`config.mk`:
```
export PLATFORM = sky130hd
export DESIGN_NAME = nearest_obstacle_finder
export DESIGN_NICKNAME = d
export VERILOG_FILES = /design/src/rtl/nof_pkg.sv /design/src/rtl/nof_ctrl.sv /design/src/rtl/nof_dp.sv /design/src/rtl/nearest_obstacle_finder.sv
export VERILOG_INCLUDE_DIRS = /design/src /design/src/rtl
export SDC_FILE = /design/constraint.sdc
export NUM_CORES = 2
export LEC_CHECK = 0
export BUFFER_PORTS_ARGS = -buffer_cell sky130_fd_sc_hd__buf_2
export CAP_MARGIN = 20
export CORE_MARGIN = 2
export CORE_UTILIZATION = 30
export DETAILED_ROUTE_END_ITERATION = 8
export PLACE_DENSITY_LB_ADDON = 0.2
export SYNTH_ARGS = -nofsm -noshare
export SYNTH_HDL_FRONTEND = slang
export SYNTH_SLANG_ARGS = --single-unit
```
`constraint.sdc`:
```
create_clock -name clock -period 13.6 [get_ports clock]
set_input_delay 2.72 -clock clock [delete_from_list [all_inputs] [get_ports clock]]
set_output_delay 2.72 -clock clock [all_outputs]
set_load 0.01 [all_outputs]
```
`src/rtl/nearest_obstacle_finder_assert.svh`:
```
// Assertion macros shared by the nearest obstacle finder modules.
// Included by nof_ctrl and nof_dp; depends on nothing else.
`ifndef NEAREST_OBSTACLE_FINDER_ASSERT_SVH
`define NEAREST_OBSTACLE_FINDER_ASSERT_SVH
`ifndef SYNTHESIS
// Checked in normal operation, skipped while reset is high.
`define NOF_ASSERT(label, clk, rst, prop) \
   label: assert property (@(posedge clk) disable iff (rst) prop) \
      else $error("nearest obstacle finder assertion failed");
// Checked at every edge, reset included.
`define NOF_ASSERT_ALWAYS(label, clk, prop) \
   label: assert property (@(posedge clk) prop) \
      else $error("nearest obstacle finder assertion failed");
`else
`define NOF_ASSERT(label, clk, rst, prop)
`define NOF_ASSERT_ALWAYS(label, clk, prop)
`endif
`endif

```
`src/rtl/nof_pkg.sv`:
```
// Shared types and constants of the nearest obstacle finder.
// Used by nof_ctrl, nof_dp and the top level; depends on nothing.
package nof_pkg;

   localparam int CORDIC_STEPS = 24;
   localparam int REDUCE_STEPS = 10;
   localparam int ITER_W       = 5;
   localparam int XY_W         = 35;
   localparam int Z_W          = 28;
   localparam int REM_W        = 36;
   localparam int FIN_W        = 20;

   // Angles in 2^-24 rad for the trigonometry.
   localparam logic [26:0]            TWO_PI_Q24   = 27'd105414357;
   localparam logic [26:0]            WRAP_LIMIT   = 27'd52707178;
   localparam logic signed [Z_W-1:0]  PI_Q24       = 28'sd52707179;
   localparam logic signed [Z_W-1:0]  HALF_PI_Q24  = 28'sd26353589;
   localparam logic [15:0]            GAIN_Q16     = 16'd39796;
   localparam logic signed [FIN_W-1:0] XY_LIMIT    = 20'sd65535;
   localparam logic signed [XY_W-1:0] ROUND_HALF   = 35'sd32768;

   // Configuration register indexes and reset values.
   localparam int CSR_IDX_W  = 2;
   localparam int CSR_DATA_W = 19;
   localparam logic [CSR_IDX_W-1:0] CSR_CEILING   = 2'd0;
   localparam logic [CSR_IDX_W-1:0] CSR_START     = 2'd1;
   localparam logic [CSR_IDX_W-1:0] CSR_STEP      = 2'd2;
   localparam logic [CSR_IDX_W-1:0] CSR_THRESHOLD = 2'd3;

   localparam logic [15:0]        CEILING_RESET   = 16'd65535;
   localparam logic signed [18:0] START_RESET     = -19'sd205887;
   localparam logic [15:0]        STEP_RESET      = 16'd1147;
   localparam logic [15:0]        THRESHOLD_RESET = 16'd5000;

   typedef enum logic [3:0] {
      OP_NONE,
      OP_MUL,
      OP_ANGLE,
      OP_ABS,
      OP_REDUCE,
      OP_WRAP,
      OP_FOLD,
      OP_ROTATE,
      OP_FINISH,
      OP_LOAD
   } op_type;

   typedef struct packed {
      logic              accept;
      logic              close;
      op_type            op;
      logic [ITER_W-1:0] iter;
   } cmd_type;

   typedef struct packed {
      logic out_busy;
   } sts_type;

   function automatic logic [23:0] atan_q24(input logic [ITER_W-1:0] i);
      logic [23:0] v;
      unique case (i)
         5'd0:    v = 24'd13176795;
         5'd1:    v = 24'd7778716;
         5'd2:    v = 24'd4110060;
         5'd3:    v = 24'd2086331;
         5'd4:    v = 24'd1047214;
         5'd5:    v = 24'd524117;
         5'd6:    v = 24'd262123;
         5'd7:    v = 24'd131069;
         5'd8:    v = 24'd65536;
         5'd9:    v = 24'd32768;
         5'd10:   v = 24'd16384;
         5'd11:   v = 24'd8192;
         5'd12:   v = 24'd4096;
         5'd13:   v = 24'd2048;
         5'd14:   v = 24'd1024;
         5'd15:   v = 24'd512;
         5'd16:   v = 24'd256;
         5'd17:   v = 24'd128;
         5'd18:   v = 24'd64;
         5'd19:   v = 24'd32;
         5'd20:   v = 24'd16;
         5'd21:   v = 24'd8;
         5'd22:   v = 24'd4;
         5'd23:   v = 24'd2;
         default: v = 24'd0;
      endcase
      return v;
   endfunction

   function automatic logic signed [16:0] clamp_xy(input logic signed [FIN_W-1:0] v);
      logic signed [16:0] r;
      if (v > XY_LIMIT) begin
         r = 17'sd65535;
      end else if (v < -XY_LIMIT) begin
         r = -17'sd65535;
      end else begin
         r = 17'(v);
      end
      return r;
   endfunction

endpackage

```
`src/rtl/nof_ctrl.sv`:
```
// Sequencer of the nearest obstacle finder: input handshake and the steps
// of the per-scan trigonometry. Depends on nof_pkg and the assertion header.
`include "nearest_obstacle_finder_assert.svh"

module nof_ctrl (
   input  logic             clock,
   input  logic             reset,
   input  logic             req_valid,
   input  logic             req_scan_end,
   output logic             req_ready,
   input  nof_pkg::sts_type sts,
   output nof_pkg::cmd_type cmd
);

   typedef enum logic [3:0] {
      S_IDLE,
      S_MUL,
      S_ANGLE,
      S_ABS,
      S_REDUCE,
      S_WRAP,
      S_FOLD,
      S_ROTATE,
      S_FINISH,
      S_LOAD
   } state_type;

   state_type                  state_ff, state_in;
   logic [nof_pkg::ITER_W-1:0] cnt_ff, cnt_in;

   assign req_ready = (state_ff == S_IDLE);

   always_comb begin
      state_in   = state_ff;
      cnt_in     = cnt_ff;
      cmd.accept = 1'b0;
      cmd.close  = 1'b0;
      cmd.op     = nof_pkg::OP_NONE;
      cmd.iter   = cnt_ff;
      unique case (state_ff)
         S_IDLE: begin
            cmd.accept = req_valid;
            cmd.close  = req_valid && req_scan_end;
            if (req_valid && req_scan_end) begin
               state_in = S_MUL;
            end
         end
         S_MUL: begin
            cmd.op   = nof_pkg::OP_MUL;
            state_in = S_ANGLE;
         end
         S_ANGLE: begin
            cmd.op   = nof_pkg::OP_ANGLE;
            state_in = S_ABS;
         end
         S_ABS: begin
            cmd.op   = nof_pkg::OP_ABS;
            cnt_in   = nof_pkg::ITER_W'(nof_pkg::REDUCE_STEPS - 1);
            state_in = S_REDUCE;
         end
         S_REDUCE: begin
            // The count runs down: largest multiple of 2*pi first.
            cmd.op = nof_pkg::OP_REDUCE;
            if (cnt_ff == '0) begin
               state_in = S_WRAP;
            end else begin
               cnt_in = cnt_ff - 1'b1;
            end
         end
         S_WRAP: begin
            cmd.op   = nof_pkg::OP_WRAP;
            state_in = S_FOLD;
         end
         S_FOLD: begin
            cmd.op   = nof_pkg::OP_FOLD;
            cnt_in   = '0;
            state_in = S_ROTATE;
         end
         S_ROTATE: begin
            cmd.op = nof_pkg::OP_ROTATE;
            if (cnt_ff == nof_pkg::ITER_W'(nof_pkg::CORDIC_STEPS - 1)) begin
               state_in = S_FINISH;
            end else begin
               cnt_in = cnt_ff + 1'b1;
            end
         end
         S_FINISH: begin
            cmd.op   = nof_pkg::OP_FINISH;
            state_in = S_LOAD;
         end
         S_LOAD: begin
            // Wait until the output register is free of an untaken result.
            if (!sts.out_busy) begin
               cmd.op   = nof_pkg::OP_LOAD;
               state_in = S_IDLE;
            end
         end
         default: begin
            state_in = S_IDLE;
         end
      endcase
   end

   always_ff @(posedge clock) begin
      if (reset) begin
         state_ff <= S_IDLE;
         cnt_ff   <= '0;
      end else begin
         state_ff <= state_in;
         cnt_ff   <= cnt_in;
      end
   end

   `NOF_ASSERT(a_close_starts_trig, clock, reset, cmd.close |=> state_ff == S_MUL)
   `NOF_ASSERT(a_reduce_count, clock, reset, (state_ff == S_REDUCE) |-> (cnt_ff < nof_pkg::ITER_W'(nof_pkg::REDUCE_STEPS)))
   `NOF_ASSERT(a_rotate_count, clock, reset, (state_ff == S_ROTATE) |-> (cnt_ff < nof_pkg::ITER_W'(nof_pkg::CORDIC_STEPS)))

endmodule

```
`src/rtl/nof_dp.sv`:
```
// Datapath of the nearest obstacle finder: configuration registers, running
// minimum, angle reduction, CORDIC and output register. Depends on nof_pkg.
`include "nearest_obstacle_finder_assert.svh"

module nof_dp #(
   parameter int MAX_SAMPLES = 1024
) (
   input  logic                               clock,
   input  logic                               reset,
   input  nof_pkg::cmd_type                   cmd,
   output nof_pkg::sts_type                   sts,
   input  logic [15:0]                        req_range_mm,
   input  logic                               csr_valid,
   output logic                               csr_ready,
   input  logic [nof_pkg::CSR_IDX_W-1:0]      csr_index,
   input  logic [nof_pkg::CSR_DATA_W-1:0]     csr_data,
   output logic                               rsp_valid,
   input  logic                               rsp_ready,
   output logic [15:0]                        rsp_nearest_mm,
   output logic [9:0]                         rsp_nearest_index,
   output logic signed [27:0]                 rsp_nearest_angle,
   output logic                               rsp_move_flag,
   output logic signed [16:0]                 rsp_marker_x_mm,
   output logic signed [16:0]                 rsp_marker_y_mm,
   output logic [31:0]                        rsp_scan_number
);

   localparam int POS_W  = $clog2(MAX_SAMPLES + 1);
   localparam int IDX_W  = $clog2(MAX_SAMPLES);
   localparam int PROD_W = IDX_W + 16;

   // Configuration registers.
   logic [15:0]        ceiling_ff, step_ff, thresh_ff;
   logic signed [18:0] start_ff;

   // Running minimum of the open scan.
   logic [POS_W-1:0]   pos_ff;
   logic [15:0]        run_min_ff;
   logic [IDX_W-1:0]   min_idx_ff;
   logic [31:0]        scan_cnt_ff;

   // Closed scan under computation.
   logic [15:0]                     e_min_ff;
   logic [IDX_W-1:0]                e_idx_ff;
   logic                            e_flag_ff;
   logic [31:0]                     e_scan_ff;
   logic [PROD_W-1:0]               prod_ff;
   logic signed [27:0]              angle_ff;
   logic [nof_pkg::REM_W-1:0]       rem_ff;
   logic                            neg_ff;
   logic signed [nof_pkg::Z_W-1:0]  z_ff;
   logic                            fold_ff;
   logic signed [nof_pkg::XY_W-1:0] x_ff, y_ff;
   logic signed [nof_pkg::FIN_W-1:0] fx_ff, fy_ff;

   // Output register.
   logic                rsp_valid_ff;
   logic [15:0]         out_mm_ff;
   logic [9:0]          out_idx_ff;
   logic signed [27:0]  out_angle_ff;
   logic                out_flag_ff;
   logic signed [16:0]  out_x_ff, out_y_ff;
   logic [31:0]         out_scan_ff;

   // Sample comparison.
   logic               first_sample, in_range, take;
   logic [15:0]        cur_min, nxt_min;
   logic [IDX_W-1:0]   cur_idx, nxt_idx;

   // Trigonometry helpers.
   logic [31:0]                      x0_prod;
   logic [PROD_W-1:0]                pos_prod;
   logic [27:0]                      angle_sum;
   logic signed [nof_pkg::REM_W-1:0] angle_q24;
   logic [nof_pkg::REM_W-1:0]        angle_mag;
   logic [nof_pkg::REM_W-1:0]        sub_val;
   logic [26:0]                      rem_low, z_pos;
   logic signed [nof_pkg::Z_W-1:0]   z_wrap;
   logic signed [nof_pkg::XY_W-1:0]  dx, dy;
   logic signed [nof_pkg::Z_W-1:0]   at_s;
   logic signed [nof_pkg::XY_W-1:0]  rnd_x, rnd_y, shx, shy;
   logic signed [nof_pkg::FIN_W-1:0] rx, ry;

   assign csr_ready     = 1'b1;
   assign sts.out_busy  = rsp_valid_ff && !rsp_ready;

   // The first sample of a scan compares against the ceiling as it is now.
   assign first_sample = (pos_ff == '0);
   assign cur_min      = first_sample ? ceiling_ff : run_min_ff;
   assign cur_idx      = first_sample ? '0 : min_idx_ff;
   assign in_range     = (pos_ff < POS_W'(MAX_SAMPLES));
   assign take         = in_range && (req_range_mm < cur_min);
   assign nxt_min      = take ? req_range_mm : cur_min;
   assign nxt_idx      = take ? pos_ff[IDX_W-1:0] : cur_idx;

   assign x0_prod   = 32'(e_min_ff) * 32'(nof_pkg::GAIN_Q16);
   assign pos_prod  = PROD_W'(e_idx_ff) * PROD_W'(step_ff);
   assign angle_sum = 28'(start_ff) + 28'(prod_ff);

   // Angle in 2^-24 rad and its magnitude; reduction works on the magnitude.
   assign angle_q24 = nof_pkg::REM_W'(angle_ff) <<< 8;
   assign angle_mag = angle_ff[27] ? (~angle_q24 + 1'b1) : angle_q24;
   assign sub_val   = nof_pkg::REM_W'(nof_pkg::TWO_PI_Q24) << cmd.iter;

   // A negative angle with a nonzero remainder lands at 2*pi minus it.
   assign rem_low = rem_ff[26:0];
   assign z_pos   = (neg_ff && (rem_low != '0)) ? (nof_pkg::TWO_PI_Q24 - rem_low) : rem_low;
   assign z_wrap  = (z_pos > nof_pkg::WRAP_LIMIT)
                    ? (nof_pkg::Z_W'(z_pos) - nof_pkg::Z_W'(nof_pkg::TWO_PI_Q24))
                    : nof_pkg::Z_W'(z_pos);

   assign dx   = y_ff >>> cmd.iter;
   assign dy   = x_ff >>> cmd.iter;
   assign at_s = nof_pkg::Z_W'(nof_pkg::atan_q24(cmd.iter));

   assign rnd_x = x_ff + nof_pkg::ROUND_HALF;
   assign rnd_y = y_ff + nof_pkg::ROUND_HALF;
   assign shx   = rnd_x >>> 16;
   assign shy   = rnd_y >>> 16;
   assign rx    = nof_pkg::FIN_W'(shx);
   assign ry    = nof_pkg::FIN_W'(shy);

   // Configuration and scan bookkeeping.
   always_ff @(posedge clock) begin
      if (reset) begin
         ceiling_ff  <= nof_pkg::CEILING_RESET;
         start_ff    <= nof_pkg::START_RESET;
         step_ff     <= nof_pkg::STEP_RESET;
         thresh_ff   <= nof_pkg::THRESHOLD_RESET;
         pos_ff      <= '0;
         scan_cnt_ff <= '0;
      end else begin
         if (csr_valid) begin
            unique case (csr_index)
               nof_pkg::CSR_CEILING:   ceiling_ff <= csr_data[15:0];
               nof_pkg::CSR_START:     start_ff   <= csr_data;
               nof_pkg::CSR_STEP:      step_ff    <= csr_data[15:0];
               nof_pkg::CSR_THRESHOLD: thresh_ff  <= csr_data[15:0];
            endcase
         end
         if (cmd.accept) begin
            if (cmd.close) begin
               pos_ff      <= '0;
               scan_cnt_ff <= scan_cnt_ff + 1'b1;
            end else if (in_range) begin
               pos_ff <= pos_ff + 1'b1;
            end
         end
      end
   end

   always_ff @(posedge clock) begin
      if (cmd.accept) begin
         run_min_ff <= nxt_min;
         min_idx_ff <= nxt_idx;
      end
      if (cmd.close) begin
         e_min_ff  <= nxt_min;
         e_idx_ff  <= nxt_idx;
         e_flag_ff <= (nxt_min < thresh_ff);
         e_scan_ff <= scan_cnt_ff;
      end
      unique case (cmd.op)
         nof_pkg::OP_MUL: begin
            prod_ff <= pos_prod;
            x_ff    <= nof_pkg::XY_W'(x0_prod);
            y_ff    <= '0;
         end
         nof_pkg::OP_ANGLE: begin
            angle_ff <= angle_sum;
         end
         nof_pkg::OP_ABS: begin
            neg_ff <= angle_ff[27];
            rem_ff <= angle_mag;
         end
         nof_pkg::OP_REDUCE: begin
            if (rem_ff >= sub_val) begin
               rem_ff <= rem_ff - sub_val;
            end
         end
         nof_pkg::OP_WRAP: begin
            z_ff <= z_wrap;
         end
         nof_pkg::OP_FOLD: begin
            // Beyond a quarter turn: rotate by pi and negate the results later.
            if (z_ff > nof_pkg::HALF_PI_Q24) begin
               z_ff    <= z_ff - nof_pkg::PI_Q24;
               fold_ff <= 1'b1;
            end else if (z_ff < -nof_pkg::HALF_PI_Q24) begin
               z_ff    <= z_ff + nof_pkg::PI_Q24;
               fold_ff <= 1'b1;
            end else begin
               fold_ff <= 1'b0;
            end
         end
         nof_pkg::OP_ROTATE: begin
            if (!z_ff[nof_pkg::Z_W-1]) begin
               x_ff <= x_ff - dx;
               y_ff <= y_ff + dy;
               z_ff <= z_ff - at_s;
            end else begin
               x_ff <= x_ff + dx;
               y_ff <= y_ff - dy;
               z_ff <= z_ff + at_s;
            end
         end
         nof_pkg::OP_FINISH: begin
            fx_ff <= fold_ff ? -rx : rx;
            fy_ff <= fold_ff ? -ry : ry;
         end
         nof_pkg::OP_LOAD: begin
            out_mm_ff    <= e_min_ff;
            out_idx_ff   <= 10'(e_idx_ff);
            out_angle_ff <= angle_ff;
            out_flag_ff  <= e_flag_ff;
            out_x_ff     <= nof_pkg::clamp_xy(fx_ff);
            out_y_ff     <= nof_pkg::clamp_xy(fy_ff);
            out_scan_ff  <= e_scan_ff;
         end
         default: begin
         end
      endcase
   end

   always_ff @(posedge clock) begin
      if (reset) begin
         rsp_valid_ff <= 1'b0;
      end else if (cmd.op == nof_pkg::OP_LOAD) begin
         rsp_valid_ff <= 1'b1;
      end else if (rsp_ready) begin
         rsp_valid_ff <= 1'b0;
      end
   end

   assign rsp_valid         = rsp_valid_ff;
   assign rsp_nearest_mm    = out_mm_ff;
   assign rsp_nearest_index = out_idx_ff;
   assign rsp_nearest_angle = out_angle_ff;
   assign rsp_move_flag     = out_flag_ff;
   assign rsp_marker_x_mm   = out_x_ff;
   assign rsp_marker_y_mm   = out_y_ff;
   assign rsp_scan_number   = out_scan_ff;

   `NOF_ASSERT(a_pos_bounded, clock, reset, pos_ff <= POS_W'(MAX_SAMPLES))
   `NOF_ASSERT(a_reduce_done, clock, reset, (cmd.op == nof_pkg::OP_REDUCE && cmd.iter == '0) |=> (rem_ff < nof_pkg::REM_W'(nof_pkg::TWO_PI_Q24)))
   `NOF_ASSERT(a_fold_range, clock, reset, (cmd.op == nof_pkg::OP_FOLD) |=> (z_ff <= nof_pkg::HALF_PI_Q24 && z_ff >= -nof_pkg::HALF_PI_Q24))

endmodule

```
`src/rtl/nearest_obstacle_finder.sv`:
```
// Nearest obstacle finder: running minimum over a laser scan with a
// polar-to-Cartesian marker by CORDIC. Uses nof_pkg, nof_ctrl and nof_dp.
//
// Usage:
//   req_* carries one range sample per item; req_scan_end marks the last
//   sample of a scan. Samples are taken one per cycle while the block is idle.
//   rsp_* carries one result per scan: minimum, its index and angle, the move
//   flag, the marker x and y, and the scan number.
//   csr_* writes the four configuration registers (ceiling, start angle,
//   angle step, near threshold); csr_ready is always high.
// Sequence:
//   After the item with req_scan_end the trigonometry sequencer runs through
//   products, angle, 10 steps of modulo 2*pi reduction, wrap and fold, 24
//   CORDIC rotations, rounding and output load; req_ready stays low during
//   that time, and rsp_valid rises once the output load has taken place.
// Reset: synchronous; configuration registers take reset values, counts clear, no result is pending.
// Stall: a result waits in the output register; the next scan is taken
//   meanwhile, and its result is held back until the earlier one is taken.
module nearest_obstacle_finder #(
   parameter int MAX_SAMPLES = 1024
) (
   input  logic                            clock,
   input  logic                            reset,
   input  logic                            req_valid,
   output logic                            req_ready,
   input  logic [15:0]                     req_range_mm,
   input  logic                            req_scan_end,
   output logic                            rsp_valid,
   input  logic                            rsp_ready,
   output logic [15:0]                     rsp_nearest_mm,
   output logic [9:0]                      rsp_nearest_index,
   output logic signed [27:0]              rsp_nearest_angle,
   output logic                            rsp_move_flag,
   output logic signed [16:0]              rsp_marker_x_mm,
   output logic signed [16:0]              rsp_marker_y_mm,
   output logic [31:0]                     rsp_scan_number,
   input  logic                            csr_valid,
   output logic                            csr_ready,
   input  logic [nof_pkg::CSR_IDX_W-1:0]   csr_index,
   input  logic [nof_pkg::CSR_DATA_W-1:0]  csr_data
);

   nof_pkg::cmd_type cmd;
   nof_pkg::sts_type sts;

   nof_ctrl u_ctrl (
      .clock        (clock),
      .reset        (reset),
      .req_valid    (req_valid),
      .req_scan_end (req_scan_end),
      .req_ready    (req_ready),
      .sts          (sts),
      .cmd          (cmd)
   );

   nof_dp #(
      .MAX_SAMPLES (MAX_SAMPLES)
   ) u_dp (
      .clock             (clock),
      .reset             (reset),
      .cmd               (cmd),
      .sts               (sts),
      .req_range_mm      (req_range_mm),
      .csr_valid         (csr_valid),
      .csr_ready         (csr_ready),
      .csr_index         (csr_index),
      .csr_data          (csr_data),
      .rsp_valid         (rsp_valid),
      .rsp_ready         (rsp_ready),
      .rsp_nearest_mm    (rsp_nearest_mm),
      .rsp_nearest_index (rsp_nearest_index),
      .rsp_nearest_angle (rsp_nearest_angle),
      .rsp_move_flag     (rsp_move_flag),
      .rsp_marker_x_mm   (rsp_marker_x_mm),
      .rsp_marker_y_mm   (rsp_marker_y_mm),
      .rsp_scan_number   (rsp_scan_number)
   );

endmodule
```
# Word-level counts from Yosys, hierarchy flattened
# Memory sizes are Yosys's and may differ from the RTL's. A register that Yosys moved wholly into a read port is not among the register bits.
# Cells that the tools add are included.
# word_totals
register_bits	556
rom_bits	768
in_bits	43
mem_count	1
# mem_list
memory	words	width	read_ports	rd_ports_with_merged_regs	wr	line_no	source
(no name shown)	32	24	1	1	0	nof_pkg.sv:61	unique case (i)
# classes
add_sub_neg	21
mul	2
order_cmp	11
n_eq_ne	30
shifts	3
n_mux	39
bitwise_logic	1
reduce_logical	28
# op_table
cell	n
35-bit one-hot mux with 2 select lines	2
28-bit 2-to-1 mux	4
28-bit one-hot mux with 3 select lines	1
36-bit 2-to-1 mux	2
36-bit one-hot mux with 2 select lines	1
35-bit by 17-bit adder with 35-bit output, second input constant	2
35-bit adder	2
35-bit 2-to-1 mux	2
35-bit by 5-bit >>> shifter with 35-bit output	2
35-bit subtractor	2
20-bit by 17-bit > comparator with 1-bit output, second input constant	2
20-bit by 17-bit less-than comparator with 1-bit output, second input constant	2
20-bit 2-to-1 mux	2
19-bit negation with 20-bit output	2
4-bit one-hot mux with 10 select lines	1
36-bit by 1-bit adder with 36-bit output, second input constant	1
36-bit >= comparator	1
36-bit inverter	1
4-bit one-hot mux with 9 select lines	1
27-bit by 5-bit left shift with 36-bit output, first input constant	1
36-bit subtractor	1
17-bit 2-to-1 mux	2
32-bit by 1-bit adder with 32-bit output, second input constant	1
4-bit by 3-bit == test with 1-bit output, second input constant	8
other kinds (49)	89

# Logic depth before layout (Yosys ltp)
# depth
word_depth	7
mapped_depth	30
depth_no_buf	25

# Hierarchy
# Synthesis repeated with hierarchy kept, for this count alone.
# unflattened
cells_unflattened	5413
hier_area_um2	50571.0
# modules_own_cells
module	instances	cells_each	area_per_inst_um2	seq_area_each_um2
nof_dp	1	5322	49830.3	15314.7
nof_ctrl	1	91	740.7	180.2

# Least setup slack after synthesis
# No wires, ideal clock.
# synth_timing
path_kind	input -> register
startpoint	input rsp_ready
endpoint	register u_dp.out_x_ff[0] (netlist: u_dp.rsp_marker_x_mm[0]) (enable)
setup_ps	749
t_arrival_ps	10938
slack_ps	1913
path_stages	2
cell_sequence	nor2b_1 > nor3_1
# synth_between
elab_chain_len	5
# synth_lines
item	line_no	source
from (decl)	nearest_obstacle_finder.sv:29	input logic rsp_ready,
1-bit logical NOT	nof_dp.sv:85	assign sts.out_busy = rsp_valid_ff && !rsp_ready;
1-bit logical AND	nof_dp.sv:85	
4-bit 2-to-1 mux	nof_ctrl.sv:93	if (!sts.out_busy) begin
4-bit one-hot mux with 9 select lines	nof_ctrl.sv:40	unique case (state_ff)
4-bit == test	nof_dp.sv:163	unique case (cmd.op)
to (signal assigned)	nof_dp.sv:216	out_x_ff <= nof_pkg::clamp_xy(fx_ff);
to (decl)	nof_dp.sv:62	logic signed [16:0] out_x_ff, out_y_ff;
# Every way passes these cells.
# A chain may end at the register's enable or synchronous reset.

# Final worst setup path
# layout_timing
startpoint	register u_ctrl.cnt_ff[1] (netlist bit)
endpoint	register u_dp.y_ff[32] (netlist bit), data pin
# layout_between
elab_chain_len	4
# layout_lines
item	line_no	source
from (decl)	nof_ctrl.sv:29	logic [nof_pkg::ITER_W-1:0] cnt_ff, cnt_in;
from (signal assigned)	nof_ctrl.sv:110	cnt_ff <= cnt_in;
35-bit by 5-bit >>> shifter with 35-bit output *	nof_dp.sv:113	assign dy = x_ff >>> cmd.iter;
35-bit adder or 35-bit subtractor (tied branches)	nof_dp.sv:199, nof_dp.sv:203	
35-bit 2-to-1 mux *	nof_dp.sv:197	if (!z_ff[nof_pkg::Z_W-1]) begin
35-bit one-hot mux with 2 select lines *	nof_dp.sv:163	
to (signal assigned)	nof_dp.sv:199	y_ff <= y_ff + dy;
to (signal assigned)	nof_dp.sv:203	y_ff <= y_ff - dy;
to (decl)	nof_dp.sv:53	logic signed [nof_pkg::XY_W-1:0] x_ff, y_ff;
# Every way passes the cells marked *; elsewhere a longest branch is shown, timed or not.

==> impl_summary.txt <==
----------------------------------------------------
[Setup path]
  WP data arrival ... 7900 ps
  Capturing point of the worst reg2reg path ... u_dp.y_ff[32]
  Register-to-register path setup slack ... 6120 ps
  Category of the critical setup timing path ... reg2reg
  Worst Setup End Kind ... flip-flop
  Required time of the critical path ... 14020 ps
  CP max FO ... 64
  Worst flop-to-flop path startpoint ... u_ctrl.cnt_ff[1]
  Cell count of the worst reg-to-reg path ... 21
  Crit path launch type ... flip-flop

[Synth]
  Synthesis warning total ... 0
  Cell count after synthesis ... 5272
  Synth cell types ... 107
  Synth Register Bits ... 580
  Synthesized net count ... 5915
  EDFF count, synth ... 436
  Ys flop type ... edfxtp_1
  Post-Syn Area ... 50220 µm²
  Async set-reset flop share out of synthesis ... 0
  Share of the yosys chip area belonging to registers ... 0.3181
  Average instance area after synthesis ... 9.525 µm²

[Timing]
  Tightest hold margin ... 414.8 ps
  Clk_skew ... 61.62 ps
  Actual slew at the worst max-slew pin ... 1088 ps
  Tmin final ... 7482 ps
  Max-Slew Margin vs Limit ... 0.2720
  RSZ-0062 raised after global routing ... no
  Setup tns final ... 0 ps
  Final setup violation count ... 0
  Achievable Freq ... 0.1336 GHz
  Share of the cycle needed by the critical path after routing ... 0.5502
  Final hold violation count ... 0
  Count of pins over their slew limit ... 0

[Floorplanning]
  Die Wd ... 413.1 µm
  Starting Density ... 0.3013
  Standard-cell row count ... 150
  Count of boundary I/O pins ... 167
  Overall die height ... 413.1 µm
  Core outline area ... 166700 µm²
  Die area ... 170700 µm²

[Final layout]
  Share of post-route cells with drive strength above 1 ... 0.1004
  Fill count ... 17340
  Layout overhead on the synthesized area ... 10.67%
  Final design instance area without fill ... 55570 µm²
  Multi-input gate area in the final layout ... 31330 µm²
  Seq. cell area ... 15990 µm²
  Number of nets in the layout ... 5962

[CTS]
  Cell at the root of the clock tree ... clkbuf_16
  Hold_buf cts ... 0
  Buffers inserted by post-CTS timing repair ... 0
  Total CTS buffers ... 74
  Skew-Pair Late Insertion Delay ... 730 ps
  Clock Sink Count ... 580
  Clock tree buffer depth ... 3
  Level count of the clock H-tree ... 3
  CTS clock-pin slew for the worst setup and hold paths ... 80 ps
  TritonCTS clock tree ... done
  CTS-repair resized insts ... 0

[Routing]
  Vias after detailed routing ... 39120
  Remaining number of nets flagged by the antenna check after routing ... 0
  Wire length after detailed routing ... 151200 µm
  Avg WL per Cell ... 19.94 µm
  Via-per-instance ratio ... 5.159
  Number of design rule violations left after detail routing ... 0
  Initial detailed-routing violation count ... 2744
  Initial DRT Pass Iterations ... 6

[Worst hold path]
  Kind of path behind the tightest hold check ... reg2reg
  Worst min-delay path startpoint ... u_dp.e_scan_ff[1]
  Depth of the worst hold-timing path ... 0
  Sink of the worst hold path ... u_dp.rsp_scan_number[1]

[GRT]
  Via count of the first global-routing pass ... 38780
  Initial antenna violation count ... 6
  Pin count of the biggest net entering global routing ... 71
  First-pass GRT wire length ... 233000 µm
  GRT Residual Overflow ... 0
  Global-route usage over all layers ... 0.1748

[Place]
  Placed instance area ... 52950 µm²
  Port Buf Inserts ... 165
  DP Wirelength ... 113500 µm
  Final weighted congestion of routability-driven global placement ... 0.9038

[Run status]
  Run status ... finished, final reports clean

[Job]
  # Max-Cap Violations ... 0

----------------------------------------------------
## metal layers
layer | share of wire | track usage | vias up
li1 | - | - | 18790
met1 | 0.46 | 0.2395 | 19070
met2 | 0.46 | 0.2857 | 1040
met3 | 0.049 | 0.02306 | 219
met4 | 0.028 | 0.05304 | 2
met5 | 0.000099 | 0 | -
## per-stage QoR
| stage | util | instances | setup WS [ps] |
|---|---|---|---|
| after floorplan | - | 5272 | 1913 |
| after global placement | 0.3177 | 7445 | 6210 |
| after detailed placement | 0.3177 | 7445 | 6189 |
| after CTS | 0.3333 | 7581 | 6115 |
| after global routing | 0.3334 | 7583 | 5495 |
| final | 0.3335 | 7584 | 6118 |
## critical path, stage by stage, from the launching register on
cell and delay, ps:
dfxtp_4 690, buf_4 800, mux4_1 700, mux2_2 340, mux2i_1 360, a222oi_1 270, nor4b_2 350, and3b_1 260
nor2b_2 340, nor2_1 90, xnor2_1 150, ha_1 370, a21o_1 200, a21o_1 180, a2111oi_0 400, nor3_1 170
a41oi_1 410, a311o_1 280, a31oi_1 190, nand2_1 130, nor4_1 50, or3_1 360
## cells in the final DEF (no fill, tap or decap), drive strengths merged, types with 57 or more instances in the layout
cell	n
fa	206
buf	209
nand3	107
edfxtp	436
dfxtp	144
nand4	57
nor2	405
ha	394
and2	89
nor3	90
inv	463
xnor2	274
a21o	141
nand2	542
clkbuf	97
o21ai	235
a31oi	57
a21oi	392
mux4	98
mux2i	116
xor2	160
## kinds of logic after synthesis
logic type	Yosys count	synth area share
XOR/XNOR	435	0.07614
adder cells (fa/ha/maj)	600	0.1803
buffers and inverters	697	0.05930
other	1	0.00007468
AO/OA/AOI/OAI	1151	0.1430
AND/OR/NAND/NOR	1557	0.1469
flip-flops	580	0.3181
multiplexers	251	0.07617
## cell type report
| type | instances | area share |
|---|---|---|
| Multi-Input combinational cell | 3995 | 0.5638 |
| Sequential cell | 580 | 0.2877 |
| Tap cell | 2204 | 0.04962 |
| Clock buffer | 97 | 0.03749 |
| Inverter | 459 | 0.03100 |
| Timing Repair Buffer | 209 | 0.02085 |
| Clock inverter | 39 | 0.009456 |
| Antenna cell | 1 | 0.00004503 |
## Yosys cell counts (9+ instances only)
| cell | count | area (µm²) |
|---|---|---|
| buf_6 | 23 | 259.0 |
| a31oi_1 | 57 | 356.6 |
| nor2b_1 | 32 | 200.2 |
| ha_1 | 394 | 4930 |
| buf_2 | 24 | 120.1 |
| fa_1 | 206 | 4124 |
| xor2_1 | 160 | 1401 |
| nor3b_1 | 12 | 90.09 |
| mux2i_1 | 115 | 1151 |
| inv_1 | 455 | 1708 |
| nor3_1 | 86 | 430.4 |
| and2_1 | 89 | 556.8 |
| nor2_1 | 404 | 1516 |
| o31a_1 | 11 | 96.34 |
| nand2b_1 | 42 | 262.8 |
| edfxtp_1 | 436 | 13090 |
| nand3_1 | 106 | 530.5 |
| dfxtp_1 | 144 | 2883 |
| o22ai_1 | 20 | 125.1 |
| o21a_1 | 40 | 300.3 |
| clkbuf_1 | 158 | 593.1 |
| a21o_1 | 141 | 1059 |
| and4_1 | 10 | 87.58 |
| buf_1 | 16 | 60.06 |
| a211oi_1 | 16 | 120.1 |
| a31o_2 | 11 | 96.34 |
| or3_1 | 28 | 175.2 |
| mux4_1 | 9 | 236.5 |
| and3_1 | 36 | 225.2 |
| a21boi_0 | 20 | 150.1 |
| o21bai_1 | 37 | 277.8 |
| nand2_1 | 541 | 2031 |
| nor4_1 | 35 | 219.0 |
| or2_2 | 27 | 168.9 |
| xnor2_1 | 274 | 2400 |
| a21oi_1 | 392 | 1962 |
| mux4_2 | 88 | 1982 |
| nand4_1 | 55 | 344.1 |
| a41oi_1 | 9 | 78.83 |
| o211ai_1 | 35 | 262.8 |
| o21ai_0 | 230 | 1151 |
| o31ai_1 | 26 | 195.2 |
| mux2_2 | 35 | 394.1 |
## worst max path at each step
stage / from / to / slack (ps) / depth (start not counted)
6_report: u_ctrl.cnt_ff[1] / u_dp.y_ff[32] / 6120 / 21
4_1_cts: u_ctrl.cnt_ff[0] / u_dp.x_ff[31] / 6110 / 25
2_1_floorplan: rsp_ready / u_dp.rsp_marker_x_mm[0] / 1910 / 2
3_5_place_dp: u_ctrl.cnt_ff[0] / u_dp.x_ff[31] / 6190 / 25
3_3_place_gp: u_ctrl.cnt_ff[0] / u_dp.x_ff[31] / 6210 / 25
5_1_grt: u_ctrl.cnt_ff[0] / u_dp.x_ff[34] / 5490 / 25
## registers in the layout, indices dropped and copies added (netlist names), 28 cells and up
signal / count
u_dp.rsp_scan_number: 32
u_dp.scan_cnt_ff: 32
u_dp.e_scan_ff: 32
u_dp.y_ff: 35
u_dp.rem_ff: 36
u_dp.rsp_nearest_angle: 28
u_dp.angle_ff: 28
u_dp.z_ff: 28
u_dp.x_ff: 35
Power is left out: the tool's default activity adds up to more than one toggle a clock period on the data nets, which glitch-free logic cannot reach.
